File: src/hdl/atws_pkg.sv
// ----------------------------------------------------------------------------
// atws_pkg
// shared types and constants for the alarm table with snooze
// ----------------------------------------------------------------------------
package atws_pkg;

	localparam int HOUR_W   = 5;
	localparam int MINUTE_W = 6;
	localparam int SLOT_W   = 4;
	localparam int MASK_W   = 16;
	localparam int KIND_W   = 2;
	localparam int SNZ_W    = 6;

	localparam logic [MINUTE_W-1:0] MIN_LAST_OF_HOUR = 6'd59;
	localparam logic [HOUR_W-1:0]   HOUR_LAST_OF_DAY = 5'd23;
	localparam logic [6:0]          MINUTES_PER_HOUR = 7'd60;
	localparam logic [6:0]          MINUTES_TWO_HOURS = 7'd120;
	localparam logic [HOUR_W-1:0]   HOURS_PER_DAY    = 5'd24;
	localparam logic [SNZ_W-1:0]    SNOOZE_RESET     = 6'd10;

	// input command codes
	localparam logic CMD_ADD  = 1'b0;
	localparam logic CMD_TICK = 1'b1;

	// report kinds
	localparam logic [KIND_W-1:0] RPT_ADDED = 2'd0;
	localparam logic [KIND_W-1:0] RPT_FULL  = 2'd1;
	localparam logic [KIND_W-1:0] RPT_FIRED = 2'd2;

	typedef enum logic [3:0] {
		ST_IDLE = 4'b0001,
		ST_ADD  = 4'b0010,
		ST_SCAN = 4'b0100,
		ST_FIN  = 4'b1000
	} state_t;

	typedef struct packed {
		logic load;
		logic add;
		logic scan;
		logic finish;
	} ctrl_cmd_t;

	typedef struct packed {
		logic out_free;
		logic pend_valid;
		logic scan_done;
	} ctrl_sts_t;

	typedef struct packed {
		logic [KIND_W-1:0]   kind;
		logic [SLOT_W-1:0]   slot;
		logic [HOUR_W-1:0]   hour;
		logic [MINUTE_W-1:0] minute;
		logic                snz;
		logic                last;
	} report_t;

endpackage

File: src/hdl/atws_ctrl.sv
// ----------------------------------------------------------------------------
// atws_ctrl
// sequencer for add and tick commands
// ----------------------------------------------------------------------------
module atws_ctrl (
	input  logic                clk,
	input  logic                arst_n,
	input  logic                s_tvalid,
	input  logic                s_tuser,
	output logic                s_tready,
	input  atws_pkg::ctrl_sts_t sts,
	output atws_pkg::ctrl_cmd_t cmd
);

	atws_pkg::state_t state_q, state_nxt;

	always_ff @(posedge clk or negedge arst_n) begin
		if (!arst_n) begin
			state_q <= atws_pkg::ST_IDLE;
		end else begin
			state_q <= state_nxt;
		end
	end

	always_comb begin
		cmd       = '0;
		s_tready  = 1'b0;
		state_nxt = state_q;
		case (state_q)
			atws_pkg::ST_IDLE: begin
				s_tready = 1'b1;
				if (s_tvalid) begin
					cmd.load  = 1'b1;
					state_nxt = (s_tuser == atws_pkg::CMD_TICK) ? atws_pkg::ST_SCAN
					                                           : atws_pkg::ST_ADD;
				end
			end
			atws_pkg::ST_ADD: begin
				if (sts.out_free) begin
					cmd.add   = 1'b1;
					state_nxt = atws_pkg::ST_IDLE;
				end
			end
			atws_pkg::ST_SCAN: begin
				cmd.scan = 1'b1;
				if (sts.scan_done) begin
					state_nxt = atws_pkg::ST_FIN;
				end
			end
			atws_pkg::ST_FIN: begin
				// last pending report goes out with last set, then the clock moves
				if (!sts.pend_valid || sts.out_free) begin
					cmd.finish = 1'b1;
					state_nxt  = atws_pkg::ST_IDLE;
				end
			end
			default: begin
				state_nxt = atws_pkg::ST_IDLE;
			end
		endcase
	end

endmodule

File: src/hdl/atws_dp.sv
// ----------------------------------------------------------------------------
// atws_dp
// alarm table, minute clock, slot scan pipeline and output register
// ----------------------------------------------------------------------------
module atws_dp #(
	parameter int ALARM_SLOTS = 16
) (
	input  logic                                clk,
	input  logic                                arst_n,
	input  atws_pkg::ctrl_cmd_t                 cmd,
	output atws_pkg::ctrl_sts_t                 sts,
	input  logic                                in_kind,
	input  logic [atws_pkg::HOUR_W-1:0]         in_hour,
	input  logic [atws_pkg::MINUTE_W-1:0]       in_minute,
	input  logic [atws_pkg::MASK_W-1:0]         in_mask,
	input  logic                                cfg_valid,
	input  logic [atws_pkg::SNZ_W-1:0]          cfg_data,
	input  logic                                out_ready,
	output logic                                out_valid,
	output atws_pkg::report_t                   out_rpt
);

	localparam int CW = $clog2(ALARM_SLOTS + 1);
	localparam int IW = (ALARM_SLOTS > 1) ? $clog2(ALARM_SLOTS) : 1;
	localparam logic [CW-1:0] NSLOT = CW'(ALARM_SLOTS);

	// alarm table
	logic [atws_pkg::HOUR_W-1:0]   hour_mem [ALARM_SLOTS];
	logic [atws_pkg::MINUTE_W-1:0] min_mem  [ALARM_SLOTS];
	logic                          snz_mem  [ALARM_SLOTS];
	logic [ALARM_SLOTS-1:0]        armed_q;
	logic [CW-1:0]                 count_q;

	logic [atws_pkg::HOUR_W-1:0]   clk_hour_q;
	logic [atws_pkg::MINUTE_W-1:0] clk_min_q;
	logic [atws_pkg::SNZ_W-1:0]    snooze_q;

	// latched item
	logic                          item_kind_q;
	logic [atws_pkg::HOUR_W-1:0]   item_hour_q;
	logic [atws_pkg::MINUTE_W-1:0] item_min_q;
	logic [atws_pkg::MASK_W-1:0]   mask_sh_q;

	// scan pipeline
	logic [CW-1:0]                 idx_q;
	logic                          valid_s1;
	logic [CW-1:0]                 idx_s1;
	logic [atws_pkg::HOUR_W-1:0]   rd_hour_s1;
	logic [atws_pkg::MINUTE_W-1:0] rd_min_s1;
	logic                          rd_snz_s1;

	atws_pkg::report_t pend_q, out_q, out_nxt, fire_rpt;
	logic              pend_valid_q, out_valid_q, out_load;

	logic hit_s1, stall, adv, push, take, rd_en, add_wr, snz_wr, tbl_full;
	logic [6:0]                    snz_tot;
	logic [atws_pkg::MINUTE_W-1:0] snz_min;
	logic [atws_pkg::HOUR_W-1:0]   snz_hsum, snz_hour;
	logic [1:0]                    snz_hadd;

	assign sts.out_free   = !out_valid_q || out_ready;
	assign sts.pend_valid = pend_valid_q;
	assign sts.scan_done  = (idx_q == NSLOT) && !valid_s1;

	assign tbl_full = (count_q >= NSLOT);
	assign add_wr   = cmd.add && !tbl_full;

	assign hit_s1 = valid_s1 && (idx_s1 < count_q) && armed_q[idx_s1[IW-1:0]]
	                && (rd_hour_s1 == clk_hour_q) && (rd_min_s1 == clk_min_q);
	assign stall  = hit_s1 && pend_valid_q && !sts.out_free;
	assign adv    = cmd.scan && !stall;
	assign push   = adv && hit_s1;
	assign take   = mask_sh_q[0];
	assign rd_en  = adv && (idx_q < NSLOT);
	assign snz_wr = push && rd_snz_s1 && take;

	// snooze: minute plus interval with carry into hour and day wrap
	always_comb begin
		snz_tot = {1'b0, rd_min_s1} + {1'b0, snooze_q};
		if (snz_tot >= atws_pkg::MINUTES_TWO_HOURS) begin
			snz_min  = atws_pkg::MINUTE_W'(snz_tot - atws_pkg::MINUTES_TWO_HOURS);
			snz_hadd = 2'd2;
		end else if (snz_tot >= atws_pkg::MINUTES_PER_HOUR) begin
			snz_min  = atws_pkg::MINUTE_W'(snz_tot - atws_pkg::MINUTES_PER_HOUR);
			snz_hadd = 2'd1;
		end else begin
			snz_min  = atws_pkg::MINUTE_W'(snz_tot);
			snz_hadd = 2'd0;
		end
		snz_hsum = rd_hour_s1 + {3'b000, snz_hadd};
		snz_hour = (snz_hsum >= atws_pkg::HOURS_PER_DAY)
		           ? snz_hsum - atws_pkg::HOURS_PER_DAY : snz_hsum;
	end

	always_comb begin
		fire_rpt.kind   = atws_pkg::RPT_FIRED;
		fire_rpt.slot   = atws_pkg::SLOT_W'(idx_s1);
		fire_rpt.hour   = rd_hour_s1;
		fire_rpt.minute = rd_min_s1;
		fire_rpt.snz    = rd_snz_s1;
		fire_rpt.last   = 1'b0;
	end

	always_comb begin
		out_load = 1'b0;
		out_nxt  = pend_q;
		if (cmd.add) begin
			out_load       = 1'b1;
			out_nxt.kind   = tbl_full ? atws_pkg::RPT_FULL : atws_pkg::RPT_ADDED;
			out_nxt.slot   = tbl_full ? '0 : atws_pkg::SLOT_W'(count_q);
			out_nxt.hour   = item_hour_q;
			out_nxt.minute = item_min_q;
			out_nxt.snz    = item_kind_q;
			out_nxt.last   = 1'b1;
		end else if (push && pend_valid_q) begin
			out_load     = 1'b1;
			out_nxt.last = 1'b0;
		end else if (cmd.finish && pend_valid_q) begin
			out_load     = 1'b1;
			out_nxt.last = 1'b1;
		end
	end

	// table memory
	always_ff @(posedge clk) begin
		if (add_wr) begin
			hour_mem[count_q[IW-1:0]] <= item_hour_q;
			min_mem[count_q[IW-1:0]]  <= item_min_q;
			snz_mem[count_q[IW-1:0]]  <= item_kind_q;
		end else if (snz_wr) begin
			hour_mem[idx_s1[IW-1:0]] <= snz_hour;
			min_mem[idx_s1[IW-1:0]]  <= snz_min;
		end
	end

	always_ff @(posedge clk) begin
		if (rd_en) begin
			rd_hour_s1 <= hour_mem[idx_q[IW-1:0]];
			rd_min_s1  <= min_mem[idx_q[IW-1:0]];
			rd_snz_s1  <= snz_mem[idx_q[IW-1:0]];
		end
	end

	// payload registers
	always_ff @(posedge clk) begin
		if (cmd.load) begin
			item_kind_q <= in_kind;
			item_hour_q <= in_hour;
			item_min_q  <= in_minute;
		end
		if (adv) begin
			idx_s1 <= idx_q;
		end
		if (push) begin
			pend_q <= fire_rpt;
		end
		if (out_load) begin
			out_q <= out_nxt;
		end
	end

	always_ff @(posedge clk or negedge arst_n) begin
		if (!arst_n) begin
			armed_q      <= '0;
			count_q      <= '0;
			clk_hour_q   <= '0;
			clk_min_q    <= '0;
			snooze_q     <= atws_pkg::SNOOZE_RESET;
			idx_q        <= '0;
			valid_s1     <= 1'b0;
			mask_sh_q    <= '0;
			pend_valid_q <= 1'b0;
			out_valid_q  <= 1'b0;
		end else begin
			if (cfg_valid) begin
				snooze_q <= cfg_data;
			end
			if (cmd.load) begin
				idx_q     <= '0;
				valid_s1  <= 1'b0;
				mask_sh_q <= in_mask;
			end else if (adv) begin
				valid_s1 <= (idx_q < NSLOT);
				if (idx_q < NSLOT) begin
					idx_q <= idx_q + 1'b1;
				end
				if (valid_s1) begin
					mask_sh_q <= {1'b0, mask_sh_q[atws_pkg::MASK_W-1:1]};
				end
			end
			if (add_wr) begin
				armed_q[count_q[IW-1:0]] <= 1'b1;
				count_q                  <= count_q + 1'b1;
			end
			if (push && rd_snz_s1 && !take) begin
				armed_q[idx_s1[IW-1:0]] <= 1'b0;
			end
			if (push) begin
				pend_valid_q <= 1'b1;
			end else if (cmd.finish) begin
				pend_valid_q <= 1'b0;
			end
			if (out_load) begin
				out_valid_q <= 1'b1;
			end else if (out_ready) begin
				out_valid_q <= 1'b0;
			end
			if (cmd.finish) begin
				if (clk_min_q == atws_pkg::MIN_LAST_OF_HOUR) begin
					clk_min_q  <= '0;
					clk_hour_q <= (clk_hour_q == atws_pkg::HOUR_LAST_OF_DAY)
					              ? '0 : clk_hour_q + 1'b1;
				end else begin
					clk_min_q <= clk_min_q + 1'b1;
				end
			end
		end
	end

	assign out_valid = out_valid_q;
	assign out_rpt   = out_q;

endmodule

File: src/hdl/alarm_table_with_snooze_top.sv
// ----------------------------------------------------------------------------
// alarm_table_with_snooze_top
// minute clock with an alarm table, fire reports and per-tick snooze control
// ----------------------------------------------------------------------------
// usage
//   s_* channel takes one command word: s_tuser selects add (0) or tick (1).
//   an add stores the alarm in the next free slot and answers with one word
//   (added or table full), last set. a tick reports every armed alarm that
//   matches the current time in slot order, tlast on the final one, then the
//   clock moves one minute. a tick with nothing firing gives no word. cfg_* writes
//   the snooze interval in minutes (reset 10); the user writes only while idle, unchecked.
// sequence
//   add: the item is latched on accept; the ADD state waits for a free output,
//   then stores it if there is room and loads the result word. tick: the scan
//   reads one slot per cycle unless stalled; commands are taken only when idle.
// reset
//   clock at 00:00, table empty, no alarm armed, output word not valid.
// stalls
//   results sit in an output register with one pending report behind it;
//   when both are held and another slot fires, the slot scan pauses until m_tready returns.
// ----------------------------------------------------------------------------
module alarm_table_with_snooze_top #(
	parameter int ALARM_SLOTS = 16
) (
	input  logic        clk,
	input  logic        arst_n,
	// command stream
	input  logic        s_tvalid,
	output logic        s_tready,
	input  logic [31:0] s_tdata,   // alarm_kind, alarm_hour[5], alarm_minute[6], snooze_mask[16]
	input  logic        s_tuser,   // command
	// report stream
	output logic        m_tvalid,
	input  logic        m_tready,
	output logic [15:0] m_tdata,   // slot[4], fire_hour[5], fire_minute[6], snoozeable
	output logic [1:0]  m_tuser,   // report_kind
	output logic        m_tlast,   // last_report
	// snooze interval register
	input  logic        cfg_valid,
	output logic        cfg_ready,
	input  logic [5:0]  cfg_data
);

	atws_pkg::ctrl_cmd_t cmd;
	atws_pkg::ctrl_sts_t sts;
	atws_pkg::report_t   rpt;

	// register write always taken at once
	assign cfg_ready = 1'b1;

	atws_ctrl u_ctrl (
		.clk      (clk),
		.arst_n   (arst_n),
		.s_tvalid (s_tvalid),
		.s_tuser  (s_tuser),
		.s_tready (s_tready),
		.sts      (sts),
		.cmd      (cmd)
	);

	atws_dp #(
		.ALARM_SLOTS (ALARM_SLOTS)
	) u_dp (
		.clk       (clk),
		.arst_n    (arst_n),
		.cmd       (cmd),
		.sts       (sts),
		.in_kind   (s_tdata[0]),
		.in_hour   (s_tdata[5:1]),
		.in_minute (s_tdata[11:6]),
		.in_mask   (s_tdata[27:12]),
		.cfg_valid (cfg_valid),
		.cfg_data  (cfg_data),
		.out_ready (m_tready),
		.out_valid (m_tvalid),
		.out_rpt   (rpt)
	);

	// output word packing
	assign m_tdata = {rpt.snz, rpt.minute, rpt.hour, rpt.slot};
	assign m_tuser = rpt.kind;
	assign m_tlast = rpt.last;

	// an accepted command keeps the block busy in the next cycle
	a_busy_after_accept: assert property (@(posedge clk) disable iff (!arst_n)
		s_tvalid && s_tready |=> !s_tready)
		else $error("command accepted while previous one still in work");

	// controller issues at most one datapath command per cycle
	a_one_cmd: assert property (@(posedge clk) disable iff (!arst_n)
		$onehot0({cmd.load, cmd.add, cmd.scan, cmd.finish}))
		else $error("overlapping datapath commands");

	// finishing a tick returns to idle
	a_finish_idle: assert property (@(posedge clk) disable iff (!arst_n)
		cmd.finish |=> s_tready)
		else $error("not idle after tick finish");

	// an add result never overwrites a word that is still held
	a_add_no_overwrite: assert property (@(posedge clk) disable iff (!arst_n)
		cmd.add |-> (!m_tvalid || m_tready))
		else $error("add result would overwrite held output word");

endmodule

File: config.mk
export PLATFORM = sky130hd
export DESIGN_NAME = alarm_table_with_snooze_top
export DESIGN_NICKNAME = d
export VERILOG_FILES = /design/src/hdl/atws_pkg.sv /design/src/hdl/atws_ctrl.sv /design/src/hdl/atws_dp.sv /design/src/hdl/alarm_table_with_snooze_top.sv
export SDC_FILE = /design/constraint.sdc
export NUM_CORES = 1
export LEC_CHECK = 0
export ABC_CLOCK_PERIOD_IN_PS = 6000
export BUFFER_PORTS_ARGS = -buffer_cell sky130_fd_sc_hd__buf_2
export CAP_MARGIN = 10
export CORE_UTILIZATION = 45
export CTS_BUF_LIST = sky130_fd_sc_hd__clkbuf_16
export DETAILED_ROUTE_END_ITERATION = 8
export PLACE_DENSITY = 0.62
export SLEW_MARGIN = 20
export SYNTH_ARGS = -nofsm -noshare
export SYNTH_HDL_FRONTEND = slang
export SYNTH_HIERARCHICAL = 1
export SYNTH_SLANG_ARGS = --single-unit
File: constraint.sdc
create_clock -name clk -period 6 [get_ports clk]
set_clock_uncertainty 0.2 [all_clocks]
set_input_delay 0.9 -clock clk [delete_from_list [all_inputs] [get_ports clk]]
set_output_delay 0.9 -clock clk [all_outputs]
set_load 0.1 [all_outputs]
==> results.rst <==
.. list-table::
   :header-rows: 1

   * - Metric
     - Value
   * - Run status
     - finished, final reports clean
   * - Most frequently used cell type in the post-synthesis netlist
     - sky130_fd_sc_hd__edfxtp_1
   * - Worst EP required
     - around 6000 ps
   * - Quantity of I/O buffers inserted on ports
     - 60
   * - Die W
     - ~180 um
   * - Slew at the pin closest to its max-slew limit
     - about 1000 ps
   * - HPWL after detailed placement
     - between 15 and 20 mm
   * - Total Routing Usage GR
     - about a fifth
   * - Leading register cell type out of synthesis
     - sky130_fd_sc_hd__edfxtp_1
   * - Clock net sink count
     - ~320
   * - Part of the Yosys area used for sequential elements
     - between 60% and 70%
   * - CTS H-Tree Depth
     - 2
   * - Path class of the lowest-slack min-delay path
     - reg2reg
   * - Number of setup violations in the final report
     - 0
   * - Global-route wire length before repair
     - around 46 mm
   * - Final hold violations
     - 0
   * - Number of flops mapped to enable cells by yosys
     - 256
   * - Diodes inserted
     - 0
   * - Number of post-CTS setup repair buffers
     - 0
   * - Synthesized instance count
     - between 800 and 900
   * - Crit start category
     - flip-flop
   * - Final #Nets
     - slightly below 1000
   * - Biggest area contributors in the synthesized netlist
     - sky130_fd_sc_hd__edfxtp_1 55%, sky130_fd_sc_hd__dfrtp_1 11%, sky130_fd_sc_hd__mux4_2 10%
   * - Drt first pass iters
     - 5
   * - Number of hold buffers added after cts
     - 0
   * - Post-CTS clock slew at the launch and capture registers of the worst setup and hold paths
     - 60 ps
   * - TritonCTS clock tree
     - built
   * - Yosys top cell by area
     - sky130_fd_sc_hd__edfxtp_1
   * - Vias in the first global route
     - 7601
   * - Crit end category
     - flip-flop
   * - Final Slew Violations
     - 0
   * - Fmax
     - ~0.22 GHz
   * - Top cell by count, worst path
     - sky130_fd_sc_hd__ha_1
   * - Area of the mapped netlist
     - around 14000 sq um
   * - Critical path fanouts, max
     - 16
   * - Crit-path cells
     - ha_1, inv_1, fa_1, nand2b_1, a21oi_1, xor2_1, ha_1, a31oi_1, nor3_1, buf_4, nor2_1, ha_1, fa_1, nand3_1, xor2_1, nor3_1, a21o_1
   * - DRC violation count after routing
     - 0
   * - Number of cell rows
     - 63
   * - Number of synthesized register bits
     - about 320
   * - Via-to-Cell Ratio
     - between 5 and 6
   * - Unrepaired setup endpoints after global routing
     - false
   * - Initial DRC Count
     - roughly 600
   * - Die Y-Extent
     - about 180 um
   * - Period minus WS final
     - between 4000 and 5000 ps
   * - Max stage delay on crit path
     - approximately 440 ps
   * - Total negative slack for setup checks
     - 0 ps
   * - Top cell types by occurrence after synthesis
     - 256 x sky130_fd_sc_hd__edfxtp_1, 64 x sky130_fd_sc_hd__mux4_2, 63 x sky130_fd_sc_hd__dfrtp_1
   * - Overall Power
     - about 6 mW
   * - Maximum number of pins on one net before global-route repair
     - 38
   * - Worst EP arrival
     - around 4600 ps
   * - Worst max-slew margin expressed relative to the limit
     - 31.4%
   * - Worst-case clock buffer depth
     - 3
   * - Library cell used as clock root buffer
     - sky130_fd_sc_hd__clkbuf_16
   * - Pwr Density
     - around 380 nW/um^2
   * - Remaining number of nets flagged by the antenna check after routing
     - 0
   * - Avg Cell Area, Syn
     - approximately 17 sq um
   * - Inserted Clock Buffers
     - 34
   * - Post-CTS sizing
     - 0
   * - Max-capacitance violation count
     - 0
   * - Share of synthesized flip-flops with an asynchronous set or reset
     - about a fifth
   * - Initial cell density of the core
     - 46.3%
   * - Class of the most critical setup path
     - reg2reg
   * - Overall die area
     - ~32000 sq um
   * - CORE AREA
     - around 30000 sq um
   * - Fraction of final layout cells sized beyond drive strength 1
     - 27.7%
   * - Count of synthesis-stage warnings from yosys
     - 6
   * - Final Wtd Congestion
     - between 0.8 and 0.9
   * - Lkg Pwr
     - roughly 5.6 nW
   * - Post-Syn Nets
     - between 900 and 1000
   * - Area growth from synthesis to layout
     - 13.9%
   * - Wire per inst
     - around 23 um
   * - Initial antenna violation count
     - 0
   * - Part of the cycle the worst path needs
     - roughly three quarters
   * - Share of the synthesized area in the top cell type
     - between 50% and 60%
   * - Slowest stage cell, crit path
     - sky130_fd_sc_hd__xor2_1
   * - WL final
     - just over 30 mm
   * - Number of top-level pins
     - between 60 and 70
   * - Total via count after detailed routing
     - 7600
   * - Post-synthesis cell type count
     - 67
   * - Clock latency on the worst-skew pair
     - between 500 and 600 ps
   * - Worst vdd rail ir drop
     - roughly 0.26 mV
   * - Congestion Overflow GR
     - 0
-- flip-flops by register name, indices dropped and copies added, names as in the netlist, 5 cells and up --
register / flops
u_dp/min_mem: 96
u_dp/hour_mem: 80
u_dp/out_rpt: 19
u_dp/armed_q: 16
u_dp/mask_sh_q: 16
u_dp/pend_q: 16
u_dp/snz_mem: 16
u_dp/clk_min_q: 6
u_dp/item_min_q: 6
u_dp/rd_min_s1: 6
u_dp/snooze_q: 6
u_dp/clk_hour_q: 5
u_dp/count_q: 5
u_dp/idx_q: 5
u_dp/idx_s1: 5
u_dp/item_hour_q: 5
u_dp/rd_hour_s1: 5
-- power by group --
part / leakage, nW / switching (mW) / internal (mW)
sequential: 3.15 / 0.202 / 2.67
combinational: 1.90 / 0.615 / 0.483
clock: 0.552 / 0.836 / 1.21
-- metal layers --
layer	vias up	track usage (%)	part of all wire, %
met2	257	30.7	46
met3	46	3.02	6.8
li1	3444	-	-
met1	3853	29.2	45
met5	-	0	0
met4	0	6.05	2.2
-- through the flow --
step	instances	instance area, sq um	utilization [%]	setup WS (ps)	hold WS [ps]
after global routing	1341	15800	52.7	1090	319
after CTS	1341	15800	52.7	1440	303
after detailed placement	1280	14700	49.1	1460	290
after global placement	1280	14700	49.1	1530	271
after floorplan	839	13900	-	1180	223
final	1341	15800	52.7	1440	298
-- placed cells by master, fill, tap and decap left out, drive strengths merged, types with 5 or more instances in the layout --
cell / netlist / routed
mux2: 49 / 49
inv: 27 / 37
nand2: 56 / 56
a21oi: 12 / 12
nand2b: 7 / 7
and2: 18 / 18
o211ai: 5 / 5
edfxtp: 256 / 256
a2bb2oi: 16 / 16
xnor2: 9 / 9
nand3: 11 / 11
clkinv: 0 / 11
nor3: 9 / 9
clkbuf: 24 / 34
or3: 6 / 6
o21ai: 44 / 44
dfrtp: 63 / 63
nor2b: 8 / 8
xor2: 17 / 17
mux4: 64 / 64
buf: 16 / 91
ha: 23 / 23
nor2: 28 / 28
nor4: 8 / 8
-- worst max-delay path: cells and delay by family (launching register included) --
family | cells | cell delay, ps
adders and majority gates | 5 | 1560
buffers and inverters | 2 | 250
xor gates and xnor gates | 2 | 520
and+or+nand+nor | 5 | 690
DFF | 1 | 420
AOI/OAI and AO/OA | 3 | 640
-- cells by family after synthesis --
kind of cell	count (synthesis)	share of synthesized area (%)
buffers and inverters	67	2.13
AO/OA/AOI/OAI	105	5.15
flip-flops	322	67.2
adder cells (fa/ha/maj)	25	2.36
other	1	0.0270
multiplexers	115	14.5
XOR/XNOR	26	1.64
AND/OR/NAND/NOR	178	6.96
-- path summary, 6_finish.rpt --
check | start | endpoint | slack (ps) | cells past startpoint
worst min-delay path | u_dp/idx_q[4] | u_dp/idx_s1[4] | 300 | 0
min in group asynchronous | arst_n | u_dp/armed_q[10] | 320 | 1
max in group asynchronous | arst_n | u_ctrl/state_q[0] | 4250 | 2
worst max register to register | u_dp/rd_min_s1[0] | u_dp/hour_mem[5][4] | 1440 | 17
worst min register to register | u_dp/idx_q[4] | u_dp/idx_s1[4] | 300 | 0
worst max-delay path | u_dp/rd_min_s1[0] | u_dp/hour_mem[5][4] | 1440 | 17
-- final cells by class --
type,instances,area (sq um)
well taps,390,488
clock buffers,34,851
multi-input cells,450,4270
flip-flops and latches,322,9350
clock inverters,27,238
repair buffers,91,533
fillers,2447,14200
inverters,27,101
No activity file was read; power rests on OpenSTA's default activity.
